`config.mk`:
```
export PLATFORM = sky130hd
export DESIGN_NAME = arc_band_run_rasterizer_flat
export DESIGN_NICKNAME = d
export VERILOG_FILES = /design/src/abrr_pkg.sv /design/src/abrr_pix_if.sv /design/src/abrr_run_if.sv /design/src/abrr_ctrl.sv /design/src/abrr_dp.sv /design/src/arc_band_run_rasterizer.sv /design/src/flat_wrapper.sv
export VERILOG_INCLUDE_DIRS = /design/src /design/src/src
export SDC_FILE = /design/constraint.sdc
export NUM_CORES = 2
export LEC_CHECK = 0
export ABC_AREA = 1
export BUFFER_PORTS_ARGS = -buffer_cell sky130_fd_sc_hd__buf_2
export CORE_MARGIN = 4
export CORE_UTILIZATION = 60
export CTS_BUF_LIST = sky130_fd_sc_hd__clkbuf_2 sky130_fd_sc_hd__clkbuf_4 sky130_fd_sc_hd__clkbuf_8
export DETAILED_ROUTE_END_ITERATION = 8
export HOLD_SLACK_MARGIN = 0.12
export PLACE_DENSITY = 0.78
export REMOVE_ABC_BUFFERS = 1
export SYNTH_ARGS = -nofsm -noshare
export SYNTH_HDL_FRONTEND = slang
export SYNTH_HIERARCHICAL = 1
export SYNTH_SLANG_ARGS = --single-unit
```
`constraint.sdc`:
```
create_clock -name clk -period 18.03 [get_ports clk]
set_input_delay 3.606 -clock clk [delete_from_list [all_inputs] [get_ports clk]]
set_output_delay 3.606 -clock clk [all_outputs]
set_load 0.02 [all_outputs]
```
`src/arc_band_run_rasterizer_defines.svh`:
```
// ----------------------------------------------------------------------------
// arc band run rasterizer assertion macros
// shared concurrent check forms, clocked on clk and disabled in reset
// ----------------------------------------------------------------------------
`ifndef ARC_BAND_RUN_RASTERIZER_DEFINES_SVH
`define ARC_BAND_RUN_RASTERIZER_DEFINES_SVH

// same-cycle implication
`define ABRR_ASSERT_NOW(label, ante, cons) \
  label: assert property (@(posedge clk) disable iff (rst) (ante) |-> (cons)) \
    else $error("abrr check failed");

// next-cycle implication
`define ABRR_ASSERT_NEXT(label, ante, cons) \
  label: assert property (@(posedge clk) disable iff (rst) (ante) |=> (cons)) \
    else $error("abrr check failed");

`endif

```
`src/abrr_pkg.sv`:
```
// ----------------------------------------------------------------------------
// abrr package
// widths, register map, sine table, controller states and command structs
// ----------------------------------------------------------------------------
package abrr_pkg;

  localparam int MAX_RADIUS_DEF = 512;
  localparam int SINE_DEPTH     = 91;

  localparam int OFF_W   = 11;
  localparam int CTR_W   = 12;
  localparam int RAD_W   = 10;
  localparam int ANG_W   = 11;
  localparam int COLOR_W = 16;
  localparam int RUN_W   = 11;
  localparam int SINE_W  = 15;
  localparam int ADDR_W  = 5;
  localparam int DATA_W  = 32;

  localparam int SEARCH_LIMIT = 45;
  localparam int QUARTER      = 90;
  localparam int HALF         = 180;
  localparam int FULL         = 360;

  localparam logic [SINE_W-1:0] SINE_Q14 [SINE_DEPTH] = '{
    15'd0, 15'd286, 15'd572, 15'd857, 15'd1143, 15'd1428, 15'd1713, 15'd1997,
    15'd2280, 15'd2563, 15'd2845, 15'd3126, 15'd3406, 15'd3686, 15'd3964,
    15'd4240, 15'd4516, 15'd4790, 15'd5063, 15'd5334, 15'd5604, 15'd5872,
    15'd6138, 15'd6402, 15'd6664, 15'd6924, 15'd7182, 15'd7438, 15'd7692,
    15'd7943, 15'd8192, 15'd8438, 15'd8682, 15'd8923, 15'd9162, 15'd9397,
    15'd9630, 15'd9860, 15'd10087, 15'd10311, 15'd10531, 15'd10749,
    15'd10963, 15'd11174, 15'd11381, 15'd11585, 15'd11786, 15'd11982,
    15'd12176, 15'd12365, 15'd12551, 15'd12733, 15'd12911, 15'd13085,
    15'd13255, 15'd13421, 15'd13583, 15'd13741, 15'd13894, 15'd14044,
    15'd14189, 15'd14330, 15'd14466, 15'd14598, 15'd14726, 15'd14849,
    15'd14968, 15'd15082, 15'd15191, 15'd15296, 15'd15396, 15'd15491,
    15'd15582, 15'd15668, 15'd15749, 15'd15826, 15'd15897, 15'd15964,
    15'd16026, 15'd16083, 15'd16135, 15'd16182, 15'd16225, 15'd16262,
    15'd16294, 15'd16322, 15'd16344, 15'd16362, 15'd16374, 15'd16382,
    15'd16384
  };

  typedef enum logic [2:0] {
    REG_CENTER_X,
    REG_CENTER_Y,
    REG_INNER_RADIUS,
    REG_OUTER_RADIUS,
    REG_START_ANGLE,
    REG_END_ANGLE,
    REG_BAND_COLOR
  } reg_idx_t;

  typedef struct packed {
    logic [CTR_W-1:0]   center_x;
    logic [CTR_W-1:0]   center_y;
    logic [RAD_W-1:0]   inner_radius;
    logic [RAD_W-1:0]   outer_radius;
    logic [ANG_W-1:0]   start_angle;
    logic [ANG_W-1:0]   end_angle;
    logic [COLOR_W-1:0] band_color;
  } cfg_t;

  typedef enum logic [3:0] {
    ST_IDLE,
    ST_SQX,
    ST_SQY,
    ST_RO,
    ST_RI,
    ST_PRIME,
    ST_SEARCH,
    ST_ANGLE,
    ST_REDUCE,
    ST_FINISH
  } state_t;

  typedef enum logic [2:0] {
    DIST_NONE,
    DIST_SQX,
    DIST_SQY,
    DIST_RO,
    DIST_RI
  } dist_op_t;

  typedef struct packed {
    logic     load_in;
    dist_op_t dist_op;
    logic     search_prime;
    logic     search_step;
    logic     angle_load;
    logic     reduce_step;
    logic     finish;
  } cmd_t;

  typedef struct packed {
    logic search_go;
    logic reduce_done;
    logic out_free;
  } stat_t;

endpackage

```
`src/abrr_pix_if.sv`:
```
// ----------------------------------------------------------------------------
// abrr pixel channel
// valid/ready channel carrying one pixel offset item
// ----------------------------------------------------------------------------
interface abrr_pix_if;
  logic                            valid;
  logic                            ready;
  logic signed [abrr_pkg::OFF_W-1:0] offset_x;
  logic signed [abrr_pkg::OFF_W-1:0] offset_y;

  modport source (output valid, output offset_x, output offset_y, input ready);
  modport sink (input valid, input offset_x, input offset_y, output ready);
endinterface

```
`src/abrr_run_if.sv`:
```
// ----------------------------------------------------------------------------
// abrr run channel
// valid/ready channel carrying one clipped run item
// ----------------------------------------------------------------------------
interface abrr_run_if;
  logic                          valid;
  logic                          ready;
  logic [abrr_pkg::RUN_W-1:0]    run_x;
  logic [abrr_pkg::RUN_W-1:0]    run_y;
  logic [abrr_pkg::RUN_W-1:0]    run_width;
  logic [abrr_pkg::COLOR_W-1:0]  run_color;

  modport source (output valid, output run_x, output run_y, output run_width,
                  output run_color, input ready);
  modport sink (input valid, input run_x, input run_y, input run_width,
                input run_color, output ready);
endinterface

```
`src/abrr_ctrl.sv`:
```
// ----------------------------------------------------------------------------
// abrr controller
// sequences distance squares, angle search, arc reduction and run update
// ----------------------------------------------------------------------------
module abrr_ctrl (
  input  logic            clk,
  input  logic            rst,
  input  logic            pix_valid,
  output logic            pix_ready,
  input  abrr_pkg::stat_t stat,
  output abrr_pkg::cmd_t  cmd
);
  import abrr_pkg::*;

  state_t state;
  state_t state_next;

  always_ff @(posedge clk) begin
    if (rst) begin
      state <= ST_IDLE;
    end else begin
      state <= state_next;
    end
  end

  always_comb begin
    state_next = state;
    cmd        = '0;
    cmd.dist_op = DIST_NONE;
    pix_ready  = 1'b0;
    case (state)
      ST_IDLE: begin
        pix_ready   = 1'b1;
        cmd.load_in = pix_valid;
        if (pix_valid) begin
          state_next = ST_SQX;
        end
      end
      ST_SQX: begin
        cmd.dist_op = DIST_SQX;
        state_next  = ST_SQY;
      end
      ST_SQY: begin
        cmd.dist_op = DIST_SQY;
        state_next  = ST_RO;
      end
      ST_RO: begin
        cmd.dist_op = DIST_RO;
        state_next  = ST_RI;
      end
      ST_RI: begin
        cmd.dist_op = DIST_RI;
        state_next  = ST_PRIME;
      end
      ST_PRIME: begin
        cmd.search_prime = 1'b1;
        state_next       = ST_SEARCH;
      end
      ST_SEARCH: begin
        if (stat.search_go) begin
          cmd.search_step = 1'b1;
        end else begin
          state_next = ST_ANGLE;
        end
      end
      ST_ANGLE: begin
        cmd.angle_load = 1'b1;
        state_next     = ST_REDUCE;
      end
      ST_REDUCE: begin
        if (stat.reduce_done) begin
          state_next = ST_FINISH;
        end else begin
          cmd.reduce_step = 1'b1;
        end
      end
      ST_FINISH: begin
        if (stat.out_free) begin
          cmd.finish = 1'b1;
          state_next = ST_IDLE;
        end
      end
      default: begin
        state_next = ST_IDLE;
      end
    endcase
  end
endmodule

```
`src/abrr_dp.sv`:
```
// ----------------------------------------------------------------------------
// abrr datapath
// squares, sine search multipliers, angle fold, arc test, run state, output
// ----------------------------------------------------------------------------
module abrr_dp #(
  parameter int MAX_RADIUS = abrr_pkg::MAX_RADIUS_DEF
) (
  input  logic                                clk,
  input  logic                                rst,
  input  abrr_pkg::cfg_t                      cfg,
  input  abrr_pkg::cmd_t                      cmd,
  output abrr_pkg::stat_t                     stat,
  input  logic signed [abrr_pkg::OFF_W-1:0]   offset_x,
  input  logic signed [abrr_pkg::OFF_W-1:0]   offset_y,
  output logic                                out_valid,
  input  logic                                out_ready,
  output logic [abrr_pkg::RUN_W-1:0]          run_x,
  output logic [abrr_pkg::RUN_W-1:0]          run_y,
  output logic [abrr_pkg::RUN_W-1:0]          run_width,
  output logic [abrr_pkg::COLOR_W-1:0]        run_color
);
  import abrr_pkg::*;

  localparam int SQ_W   = 2 * OFF_W;
  localparam int PROD_W = OFF_W + SINE_W;
  localparam int CNT_W  = 6;
  localparam int IDX_W  = 7;
  localparam int DEG_W  = 9;
  localparam int ARC_W  = 12;

  // item and working registers
  logic [OFF_W-1:0]  dx;
  logic [OFF_W-1:0]  dy;
  logic [OFF_W-1:0]  ax;
  logic [OFF_W-1:0]  ay;
  logic [SQ_W-1:0]   d2;
  logic [SQ_W-1:0]   ro2;
  logic [SQ_W-1:0]   ri2;
  logic [PROD_W-1:0] pa;
  logic [PROD_W-1:0] pb;
  logic [CNT_W-1:0]  a_cnt;
  logic [ARC_W-1:0]  arc_d;

  // run state
  logic             in_run;
  logic [OFF_W-1:0] run_start_offset;

  logic [RAD_W-1:0]  ro_sat;
  logic [RAD_W-1:0]  ri_sat;
  logic [OFF_W-1:0]  big;
  logic [OFF_W-1:0]  small_side;
  logic [OFF_W-1:0]  sq_op;
  logic [SQ_W-1:0]   sq_prod;
  logic [CNT_W-1:0]  s_idx;
  logic [IDX_W-1:0]  idx_lo;
  logic [IDX_W-1:0]  idx_hi;
  logic [PROD_W-1:0] pa_next;
  logic [PROD_W-1:0] pb_next;
  logic [IDX_W-1:0]  a_fold;
  logic [DEG_W-1:0]  ang;
  logic              dy_le0;
  logic [ARC_W-1:0]  span;
  logic              in_band;
  logic [12:0]       x_raw;
  logic [12:0]       y_raw;
  logic [11:0]       w_raw;
  logic [13:0]       w_clip;
  logic [12:0]       x_clip;
  logic              emit;

  assign ro_sat = (int'(cfg.outer_radius) > MAX_RADIUS) ?
                  RAD_W'(MAX_RADIUS) : cfg.outer_radius;
  assign ri_sat = (int'(cfg.inner_radius) > MAX_RADIUS) ?
                  RAD_W'(MAX_RADIUS) : cfg.inner_radius;

  assign big        = (ax >= ay) ? ax : ay;
  assign small_side = (ax >= ay) ? ay : ax;

  // squares share one multiplier
  always_comb begin
    case (cmd.dist_op)
      DIST_SQX: sq_op = ax;
      DIST_SQY: sq_op = ay;
      DIST_RO:  sq_op = {1'b0, ro_sat};
      DIST_RI:  sq_op = {1'b0, ri_sat};
      default:  sq_op = '0;
    endcase
  end

  assign sq_prod = {{OFF_W{1'b0}}, sq_op} * {{OFF_W{1'b0}}, sq_op};

  // products for the next step are formed while the current ones compare
  assign s_idx   = cmd.search_prime ? '0 : CNT_W'(a_cnt + 1'b1);
  assign idx_lo  = {1'b0, s_idx};
  assign idx_hi  = IDX_W'(QUARTER) - idx_lo;
  assign pa_next = {{SINE_W{1'b0}}, small_side} * {{OFF_W{1'b0}}, SINE_Q14[idx_hi]};
  assign pb_next = {{SINE_W{1'b0}}, big} * {{OFF_W{1'b0}}, SINE_Q14[idx_lo]};

  assign stat.search_go = (a_cnt < CNT_W'(SEARCH_LIMIT)) && (pa > pb);

  // octant fold back to a full-circle angle
  assign a_fold = (ax < ay) ? IDX_W'(QUARTER) - {1'b0, a_cnt} : {1'b0, a_cnt};
  assign dy_le0 = dy[OFF_W-1] || (dy == '0);

  always_comb begin
    if (!dx[OFF_W-1]) begin
      if (dy_le0 || (a_fold == '0)) begin
        ang = {2'b00, a_fold};
      end else begin
        ang = DEG_W'(FULL) - {2'b00, a_fold};
      end
    end else begin
      if (dy_le0) begin
        ang = DEG_W'(HALF) - {2'b00, a_fold};
      end else begin
        ang = DEG_W'(HALF) + {2'b00, a_fold};
      end
    end
  end

  assign stat.reduce_done = !arc_d[ARC_W-1] && ($signed(arc_d) < $signed(ARC_W'(FULL)));

  assign span = {cfg.start_angle[ANG_W-1], cfg.start_angle} -
                {cfg.end_angle[ANG_W-1], cfg.end_angle};

  assign in_band = ($signed({dx[OFF_W-1], dx}) <= $signed({2'b00, ro_sat})) &&
                   (d2 <= ro2) && (d2 >= ri2) && ($signed(arc_d) <= $signed(span));

  // run close geometry with left clip
  assign x_raw  = {cfg.center_x[CTR_W-1], cfg.center_x} +
                  {{2{run_start_offset[OFF_W-1]}}, run_start_offset};
  assign y_raw  = {cfg.center_y[CTR_W-1], cfg.center_y} + {{2{dy[OFF_W-1]}}, dy};
  assign w_raw  = {dx[OFF_W-1], dx} - {run_start_offset[OFF_W-1], run_start_offset};
  assign w_clip = x_raw[12] ? {{2{w_raw[11]}}, w_raw} + {x_raw[12], x_raw} :
                              {{2{w_raw[11]}}, w_raw};
  assign x_clip = x_raw[12] ? '0 : x_raw;
  assign emit   = in_run && !in_band && !y_raw[12] && !w_clip[13] && (w_clip != '0);

  assign stat.out_free = !out_valid || out_ready;

  always_ff @(posedge clk) begin
    if (cmd.load_in) begin
      dx <= offset_x;
      dy <= offset_y;
      ax <= offset_x[OFF_W-1] ? OFF_W'(-offset_x) : offset_x;
      ay <= offset_y[OFF_W-1] ? OFF_W'(-offset_y) : offset_y;
    end
    case (cmd.dist_op)
      DIST_SQX: d2  <= sq_prod;
      DIST_SQY: d2  <= d2 + sq_prod;
      DIST_RO:  ro2 <= sq_prod;
      DIST_RI:  ri2 <= sq_prod;
      default: begin
      end
    endcase
    if (cmd.search_prime || cmd.search_step) begin
      pa <= pa_next;
      pb <= pb_next;
    end
    if (cmd.search_prime) begin
      a_cnt <= '0;
    end else if (cmd.search_step) begin
      a_cnt <= s_idx;
    end
    if (cmd.angle_load) begin
      arc_d <= {cfg.start_angle[ANG_W-1], cfg.start_angle} - {3'b000, ang};
    end else if (cmd.reduce_step) begin
      if (arc_d[ARC_W-1]) begin
        arc_d <= arc_d + ARC_W'(FULL);
      end else begin
        arc_d <= arc_d - ARC_W'(FULL);
      end
    end
    if (cmd.finish && emit) begin
      run_x     <= x_clip[RUN_W-1:0];
      run_y     <= y_raw[RUN_W-1:0];
      run_width <= w_clip[RUN_W-1:0];
      run_color <= cfg.band_color;
    end
  end

  always_ff @(posedge clk) begin
    if (rst) begin
      in_run           <= 1'b0;
      run_start_offset <= '0;
      out_valid        <= 1'b0;
    end else begin
      if (cmd.finish) begin
        if (in_band && !in_run) begin
          in_run           <= 1'b1;
          run_start_offset <= dx;
        end else if (!in_band && in_run) begin
          in_run <= 1'b0;
        end
      end
      if (cmd.finish && emit) begin
        out_valid <= 1'b1;
      end else if (out_ready) begin
        out_valid <= 1'b0;
      end
    end
  end
endmodule

```
`src/arc_band_run_rasterizer.sv`:
```
// ----------------------------------------------------------------------------
// arc band run rasterizer
// classifies pixel offsets against an annular sector and emits clipped runs
//
//   channel  dir  handshake        payload
//   pix      in   valid / ready    offset_x, offset_y
//   run      out  valid / ready    run_x, run_y, run_width, run_color
//   apb      in   psel / penable   paddr, pwdata, prdata
//
// a new pixel is taken only once the last one is finished; the angle
// search steps one sine table entry per cycle through up to 45 entries, and
// the arc reduction takes up to four add or subtract steps
// a finished run waits in the output register while the next pixel is taken;
// a pixel that finishes while that register is still held waits until it drains
// rst is synchronous and clears the controller, the run state and run valid
// ----------------------------------------------------------------------------
module arc_band_run_rasterizer #(
  parameter int MAX_RADIUS = abrr_pkg::MAX_RADIUS_DEF
) (
  input  logic                          clk,
  input  logic                          rst,
  abrr_pix_if.sink                      pix,
  abrr_run_if.source                    run,
  input  logic                          psel,
  input  logic                          penable,
  input  logic                          pwrite,
  input  logic [abrr_pkg::ADDR_W-1:0]   paddr,
  input  logic [abrr_pkg::DATA_W-1:0]   pwdata,
  output logic [abrr_pkg::DATA_W-1:0]   prdata,
  output logic                          pready
);
  import abrr_pkg::*;
  `include "arc_band_run_rasterizer_defines.svh"

  cfg_t     cfg;
  cmd_t     cmd;
  stat_t    stat;
  reg_idx_t reg_sel;
  logic     cfg_write;

  assign pready    = 1'b1;
  assign cfg_write = psel && penable && pwrite;
  assign reg_sel   = reg_idx_t'(paddr[ADDR_W-1:2]);

  always_ff @(posedge clk) begin
    if (rst) begin
      cfg <= '0;
    end else if (cfg_write) begin
      case (reg_sel)
        REG_CENTER_X:     cfg.center_x     <= pwdata[CTR_W-1:0];
        REG_CENTER_Y:     cfg.center_y     <= pwdata[CTR_W-1:0];
        REG_INNER_RADIUS: cfg.inner_radius <= pwdata[RAD_W-1:0];
        REG_OUTER_RADIUS: cfg.outer_radius <= pwdata[RAD_W-1:0];
        REG_START_ANGLE:  cfg.start_angle  <= pwdata[ANG_W-1:0];
        REG_END_ANGLE:    cfg.end_angle    <= pwdata[ANG_W-1:0];
        REG_BAND_COLOR:   cfg.band_color   <= pwdata[COLOR_W-1:0];
        default: begin
        end
      endcase
    end
  end

  always_comb begin
    case (reg_sel)
      REG_CENTER_X:     prdata = DATA_W'(cfg.center_x);
      REG_CENTER_Y:     prdata = DATA_W'(cfg.center_y);
      REG_INNER_RADIUS: prdata = DATA_W'(cfg.inner_radius);
      REG_OUTER_RADIUS: prdata = DATA_W'(cfg.outer_radius);
      REG_START_ANGLE:  prdata = DATA_W'(cfg.start_angle);
      REG_END_ANGLE:    prdata = DATA_W'(cfg.end_angle);
      REG_BAND_COLOR:   prdata = DATA_W'(cfg.band_color);
      default:          prdata = '0;
    endcase
  end

  abrr_ctrl u_ctrl (
    .clk       (clk),
    .rst       (rst),
    .pix_valid (pix.valid),
    .pix_ready (pix.ready),
    .stat      (stat),
    .cmd       (cmd)
  );

  abrr_dp #(
    .MAX_RADIUS (MAX_RADIUS)
  ) u_dp (
    .clk       (clk),
    .rst       (rst),
    .cfg       (cfg),
    .cmd       (cmd),
    .stat      (stat),
    .offset_x  (pix.offset_x),
    .offset_y  (pix.offset_y),
    .out_valid (run.valid),
    .out_ready (run.ready),
    .run_x     (run.run_x),
    .run_y     (run.run_y),
    .run_width (run.run_width),
    .run_color (run.run_color)
  );

  `ABRR_ASSERT_NEXT(a_busy_after_accept, pix.valid && pix.ready, !pix.ready)
  `ABRR_ASSERT_NOW(a_run_from_busy, $rose(run.valid), !$past(pix.ready))
  `ABRR_ASSERT_NOW(a_run_width_set, run.valid, run.run_width != '0)
endmodule
```
`src/flat_wrapper.sv`:
```
// flat-port wrapper written by rule: the top's interface ports become plain ports
module arc_band_run_rasterizer_flat import abrr_pkg::*;
#(
  parameter int MAX_RADIUS = abrr_pkg::MAX_RADIUS_DEF
)
  (clk, rst, psel, penable, pwrite, paddr, pwdata, prdata, pready, pix_valid, pix_offset_x, pix_offset_y, pix_ready, run_valid, run_run_x, run_run_y, run_run_width, run_run_color, run_ready);
  abrr_pix_if pix_i ();
  abrr_run_if run_i ();
  input  logic clk;
  input  logic rst;
  input  logic psel;
  input  logic penable;
  input  logic pwrite;
  input  logic [abrr_pkg::ADDR_W-1:0] paddr;
  input  logic [abrr_pkg::DATA_W-1:0] pwdata;
  output logic [abrr_pkg::DATA_W-1:0] prdata;
  output logic pready;
  input wire logic [$bits(pix_i.valid)-1:0] pix_valid;
  input wire logic [$bits(pix_i.offset_x)-1:0] pix_offset_x;
  input wire logic [$bits(pix_i.offset_y)-1:0] pix_offset_y;
  output wire logic [$bits(pix_i.ready)-1:0] pix_ready;
  output wire logic [$bits(run_i.valid)-1:0] run_valid;
  output wire logic [$bits(run_i.run_x)-1:0] run_run_x;
  output wire logic [$bits(run_i.run_y)-1:0] run_run_y;
  output wire logic [$bits(run_i.run_width)-1:0] run_run_width;
  output wire logic [$bits(run_i.run_color)-1:0] run_run_color;
  input wire logic [$bits(run_i.ready)-1:0] run_ready;
  assign pix_i.valid = pix_valid;
  assign pix_i.offset_x = pix_offset_x;
  assign pix_i.offset_y = pix_offset_y;
  assign pix_ready = pix_i.ready;
  assign run_valid = run_i.valid;
  assign run_run_x = run_i.run_x;
  assign run_run_y = run_i.run_y;
  assign run_run_width = run_i.run_width;
  assign run_run_color = run_i.run_color;
  assign run_i.ready = run_ready;
  arc_band_run_rasterizer #(.MAX_RADIUS(MAX_RADIUS)) u_core (.clk(clk), .rst(rst), .pix(pix_i), .run(run_i), .psel(psel), .penable(penable), .pwrite(pwrite), .paddr(paddr), .pwdata(pwdata), .prdata(prdata), .pready(pready));
endmodule
```
Word level (Yosys, flattened, before mapping)
Memories as Yosys holds them, arrays and structs flattened.
Index checks and enable logic that the tools add are counted.
{"block": "totals", "mem_bits_ro": 3840, "reg_bits": 328, "elab_cells": 172, "mem_count": 2}
{"block": "op_classes", "n_reduce_logical": 42, "magnitude_cmp": 13, "mux": 42, "bitwise_logic": 2, "eq_ne": 23, "n_addsub": 17, "multipliers": 3}
{"memory": "(no name shown)", "depth": 128, "word_bits": 15, "read_ports": 1, "rd_clocked_by_memory_dff": 0, "wr": 0, "line": "abrr_dp.sv:97", "rtl": "assign pb_next = {{SINE_W{1'b0}}, big} * {{OFF_W{1'b0}}, SINE_Q14[idx_lo]};"}
{"memory": "(no name shown)", "depth": 128, "word_bits": 15, "read_ports": 1, "rd_clocked_by_memory_dff": 0, "wr": 0, "line": "abrr_dp.sv:96", "rtl": "assign pa_next = {{SINE_W{1'b0}}, small_side} * {{OFF_W{1'b0}}, SINE_Q14[idx_hi]};"}
{"operator": "16-bit case mux with 7 select lines", "n": 1}
{"operator": "15-bit two-way mux", "n": 4}
{"operator": "11-bit by 15-bit multiplier with 26-bit output", "n": 2}
{"operator": "11-bit case mux with 4 select lines", "n": 1}
{"operator": "22-bit case mux with 2 select lines", "n": 1}
{"operator": "10-bit two-way mux", "n": 4}
{"operator": "4-bit case mux with 10 select lines", "n": 1}
{"operator": "12-bit two-way mux", "n": 3}
{"operator": "9-bit two-way mux", "n": 3}
{"operator": "12-bit by 11-bit adder with 13-bit output", "n": 2}
{"operator": "26-bit greater-than comparator", "n": 1}
{"operator": "11-bit by 11-bit subtractor with 12-bit output", "n": 2}
{"operator": "22-bit adder", "n": 1}
{"operator": "22-bit >= comparator", "n": 1}
{"operator": "22-bit less-or-equal comparator", "n": 1}
{"operator": "11-bit by 11-bit multiplier with 22-bit output", "n": 1}
{"operator": "11-bit two-way mux", "n": 2}
{"operator": "11-bit negation", "n": 2}
{"operator": "10-bit greater-than comparator, second input constant", "n": 2}
{"operator": "2-bit AND reduction", "n": 9}
{"operator": "4-bit by 3-bit equality test with 1-bit output, second input constant", "n": 4}
{"operator": "8-bit >= comparator, second input constant", "n": 2}
{"operator": "4-bit two-way mux", "n": 4}
{"operator": "12-bit by 13-bit adder with 14-bit output", "n": 1}
{"operator": "other kinds (39)", "n": 87}

Logic depth before layout (Yosys ltp)
{"block": "depth", "ltp_word": 13, "mapped_depth": 47, "depth_no_buf": 46}

By module
The synthesis kept the hierarchy.
{"mod": "abrr_dp", "cells_per_inst": 4209, "instances": 1, "seq_area_each_um2": 6956.7, "area_per_inst_um2": 32965.4}
{"mod": "arc_band_run_rasterizer", "cells_per_inst": 680, "instances": 1, "seq_area_each_um2": 1641.6, "area_per_inst_um2": 4205.3}
{"mod": "abrr_ctrl", "cells_per_inst": 53, "instances": 1, "seq_area_each_um2": 80.1, "area_per_inst_um2": 299.0}

Worst setup path before layout
Ideal clock, no wire load.
{"block": "synth_path", "path_type": "register to register", "from": "reg u_core.u_ctrl.state[1]", "to": "reg u_core.u_dp.d2[21], data pin", "t_required_ps": 17777, "synth_period_minus_slack_ps": 8238, "path_slack_ps": 9792, "arrival_ps": 7986, "setup_ps": 253, "path_stages_with_launch": 42, "path_cell_list": "dfxtp_1 -> nor2_2 -> inv_1 -> nor2_1 -> inv_1 -> nor3_2 -> nand3_1 -> inv_1 -> or3_1 -> clkbuf_1 -> nand2_1 -> fa_1 -> inv_1 -> fa_1 -> inv_1 -> fa_1 -> inv_1 -> fa_1 -> [... 6 more ...] -> inv_1 -> nand2_1 -> a21oi_1 -> o21ai_0 -> or2_2 -> nand2_1 -> inv_1 -> ha_1 -> nand2_1 -> nor2_1 -> nand2_1 -> o211a_1 -> nand3_1 -> nand2_1 -> nand2_1 -> or2_2 -> nand4_1 -> nand2_1"}
{"element": "from (decl)", "line": "abrr_ctrl.sv:15", "rtl": "state_t state;"}
{"element": "from (signal assigned)", "line": "abrr_ctrl.sv:22", "rtl": "state <= state_next;"}
{"element": "to (signal assigned)", "line": "abrr_dp.sv:149", "rtl": "DIST_SQX: d2 <= sq_prod;"}
{"element": "to (signal assigned)", "line": "abrr_dp.sv:150", "rtl": "DIST_SQY: d2 <= d2 + sq_prod;"}
{"element": "to (decl)", "line": "abrr_dp.sv:36", "rtl": "logic [SQ_W-1:0] d2;"}

==> results.ini <==
[status]
status=finished clean

[synthesis]
synth_area_um2=37500
synth_area_per_cell_um2=7.58
yosysWarnings=6
synth_ff_type=edfxtp_1
syn_inst=4942
synth_edf_count=219
postSynthRegisterBits=324
synth-seq-area-share_pct=23.2
synth_cell_types=75
async_reset_ff_share_pct=0

[worst_setup_path]
critPathArrivalTime_ns=9.63
crit_path_max_incr_delay_ns=0.65
critical_path_class=reg -> reg
cp.depth=33
endpoint=u_core/u_dp/d2[20]
reg2reg_to=u_core/u_dp/d2[20]
critPathBufInv=7
critPathLaunchType=flip-flop
crit_family=adder cells
reg2reg_from=u_core/u_ctrl/state[2]
crit_top_cell=inv_1
slowest_stage=nor3_1
cp.required_ns=18.43
crit_start=u_core/u_ctrl/state[2]
r2r_slack_ns=8.80
critPathMaxFanout=17
cp-end-kind=flip-flop
r2r_cells=33

[placed_design]
place.gp.congestion=0.961
dpl.hpwl_mm=80.3
io_buffer_count=114
place_inst=5807
placement.cell_area_um2=38700

[global_route]
gr-usage-all-layers_pct=30.2
overflow=0
grt_use_met2_pct=48.5
grt_pass1_vias=32100
grt_use_met3_pct=4.78
grt_pass1_wl_mm=164
grt_max_degree=83
antenna_found_initial=4
gr-usage-met1_pct=41.9
top_usage_layer=met2

[cells_and_area]
nFillCells=5504
drive_gt1_share_pct=7.13
multi_input_area_um2=24900
finalNonFillerCells=5920
stdcell_area_um2=40000
layout_common_cells=1064 x nand2_1, 825 x inv_1, 630 x nor2_1, 408 x ha_1, 294 x fa_1
synthToLayoutAreaGrowth_pct=6.81
seq_area_um2=8680
finish.net_count=5797
layout_commonest_cell=nand2_1
post-route-util_pct=64.8

[cts]
clkTransAtPathRegs_ns=0.06
postCtsSetupBuffers=0
cts_resized=0
postCtsHoldBufs=0
htree_num_levels=2
cts_tree=done
clock-sinks=324
clock_latency_ns=0.68
cts-root-buf=clkbuf_8
numCtsBuffers=57
clockBufferDepth=3

[timing]
period_share_pct=51.2
setup_tns_ns=0
setup_violations=0
finalClockSkew_ns=0.0547
relSlewSlack_pct=23.1
worstMarginPinSlew_ns=1.15
rsz0062_at_grt=no
fmax_ghz=0.108
maxSlewViolCount=0
period_needed_ns=9.23
hold_viol=0

[run]
cap_violations=0

[drt]
dr.pass1.iters=6
drtAntennaViolNets=0
wl_per_cell_um=17.2
routed_via_density=5.62
wirelength_mm=102
drtIter0Drc=3119
drc_errors=0
vias=33300

[die]
die_w_um=258
pin_count=150
rows=91
core_area_um2=61700
die_h_um=258
start_util_pct=60.7
fp.dieArea_um2=66500

[hold_path]
hp-class=reg -> reg

## kinds of logic after synthesis
| family | Yosys count | share of synthesized area, % |
|---|---|---|
| compound gates | 625 | 9.65 |
| xor+xnor | 137 | 3.27 |
| fa+ha+maj | 702 | 29.3 |
| buf+inv | 990 | 10.5 |
| flops | 324 | 23.2 |
| other cells | 2 | 0.0200 |
| simple gates | 2162 | 24.1 |
## worst min-delay path by stage
stage                     slack (ns)                   endpoint  cells after the start      startpoint
after floorplan                 0.43  u_core/u_dp/run_color[12]                      0  u_core/cfg[12]
after global placement          0.44  u_core/u_dp/run_color[14]                      0  u_core/cfg[14]
after detailed placement        0.44  u_core/u_dp/run_color[14]                      0  u_core/cfg[14]
after CTS                       0.46  u_core/u_dp/run_color[14]                      0  u_core/cfg[14]
after global routing            0.48   u_core/u_dp/run_color[1]                      0   u_core/cfg[1]
final                           0.46  u_core/u_dp/run_color[15]                      0  u_core/cfg[15]
## cell usage after synthesis, types with 47 or more instances
| library cell | count | share of area, % |
|---|---|---|
| inv_1 | 826 | 8.3 |
| a21oi_1 | 228 | 3.0 |
| o21ai_0 | 208 | 2.8 |
| ha_1 | 408 | 14 |
| nand2_1 | 1065 | 11 |
| nor2_1 | 630 | 6.3 |
| edfxtp_1 | 219 | 18 |
| fa_1 | 294 | 16 |
| dfxtp_1 | 105 | 5.6 |
| nand4_1 | 65 | 1.1 |
| buf_2 | 47 | 0.63 |
| nand3_1 | 270 | 3.6 |
| xor2_1 | 95 | 2.2 |
## registers in the layout, indices dropped and copies added (netlist names), 6 cells and up
name,flops
u_core/u_dp/dx,11
u_core/cfg,82
u_core/u_dp/ay,10
u_core/u_dp/a_cnt,6
u_core/u_dp/ax,10
u_core/u_dp/pb,26
u_core/u_dp/run_width,11
u_core/u_dp/run_y,11
u_core/u_dp/run_color,16
u_core/u_dp/pa,26
u_core/u_dp/d2,22
u_core/u_dp/ro2,21
u_core/u_dp/run_x,11
u_core/u_dp/run_start_offset,11
u_core/u_dp/dy,11
u_core/u_dp/arc_d,12
u_core/u_dp/ri2,21
## metal layers
metal	part of all wire [%]	vias to the layer above
met4	3.5	0
li1	-	16000
met2	45	1299
met1	42	15700
met3	8.7	203
met5	0	-
## metrics by stage
step / setup WS [ns] / hold slack [ns]
after detailed placement: 8.88 / 0.445
after global routing: 8.18 / 0.476
final: 8.80 / 0.457
after CTS: 8.85 / 0.459
after global placement: 8.92 / 0.438
after floorplan: 9.80 / 0.431
## cell type report
cell class	count	share of cell area, %
Clock buffer	76	2.41
Sequential cell	324	21.7
Tap cell	837	2.62
Clock inverter	31	0.829
Antenna cell	6	0.0375
Multi-Input combinational cell	3643	62.3
Timing Repair Buffer	148	2.06
Inverter	855	8.03
Power is left out: the tool's default activity adds up to more than one toggle a clock period on the data nets, which glitch-free logic cannot reach.
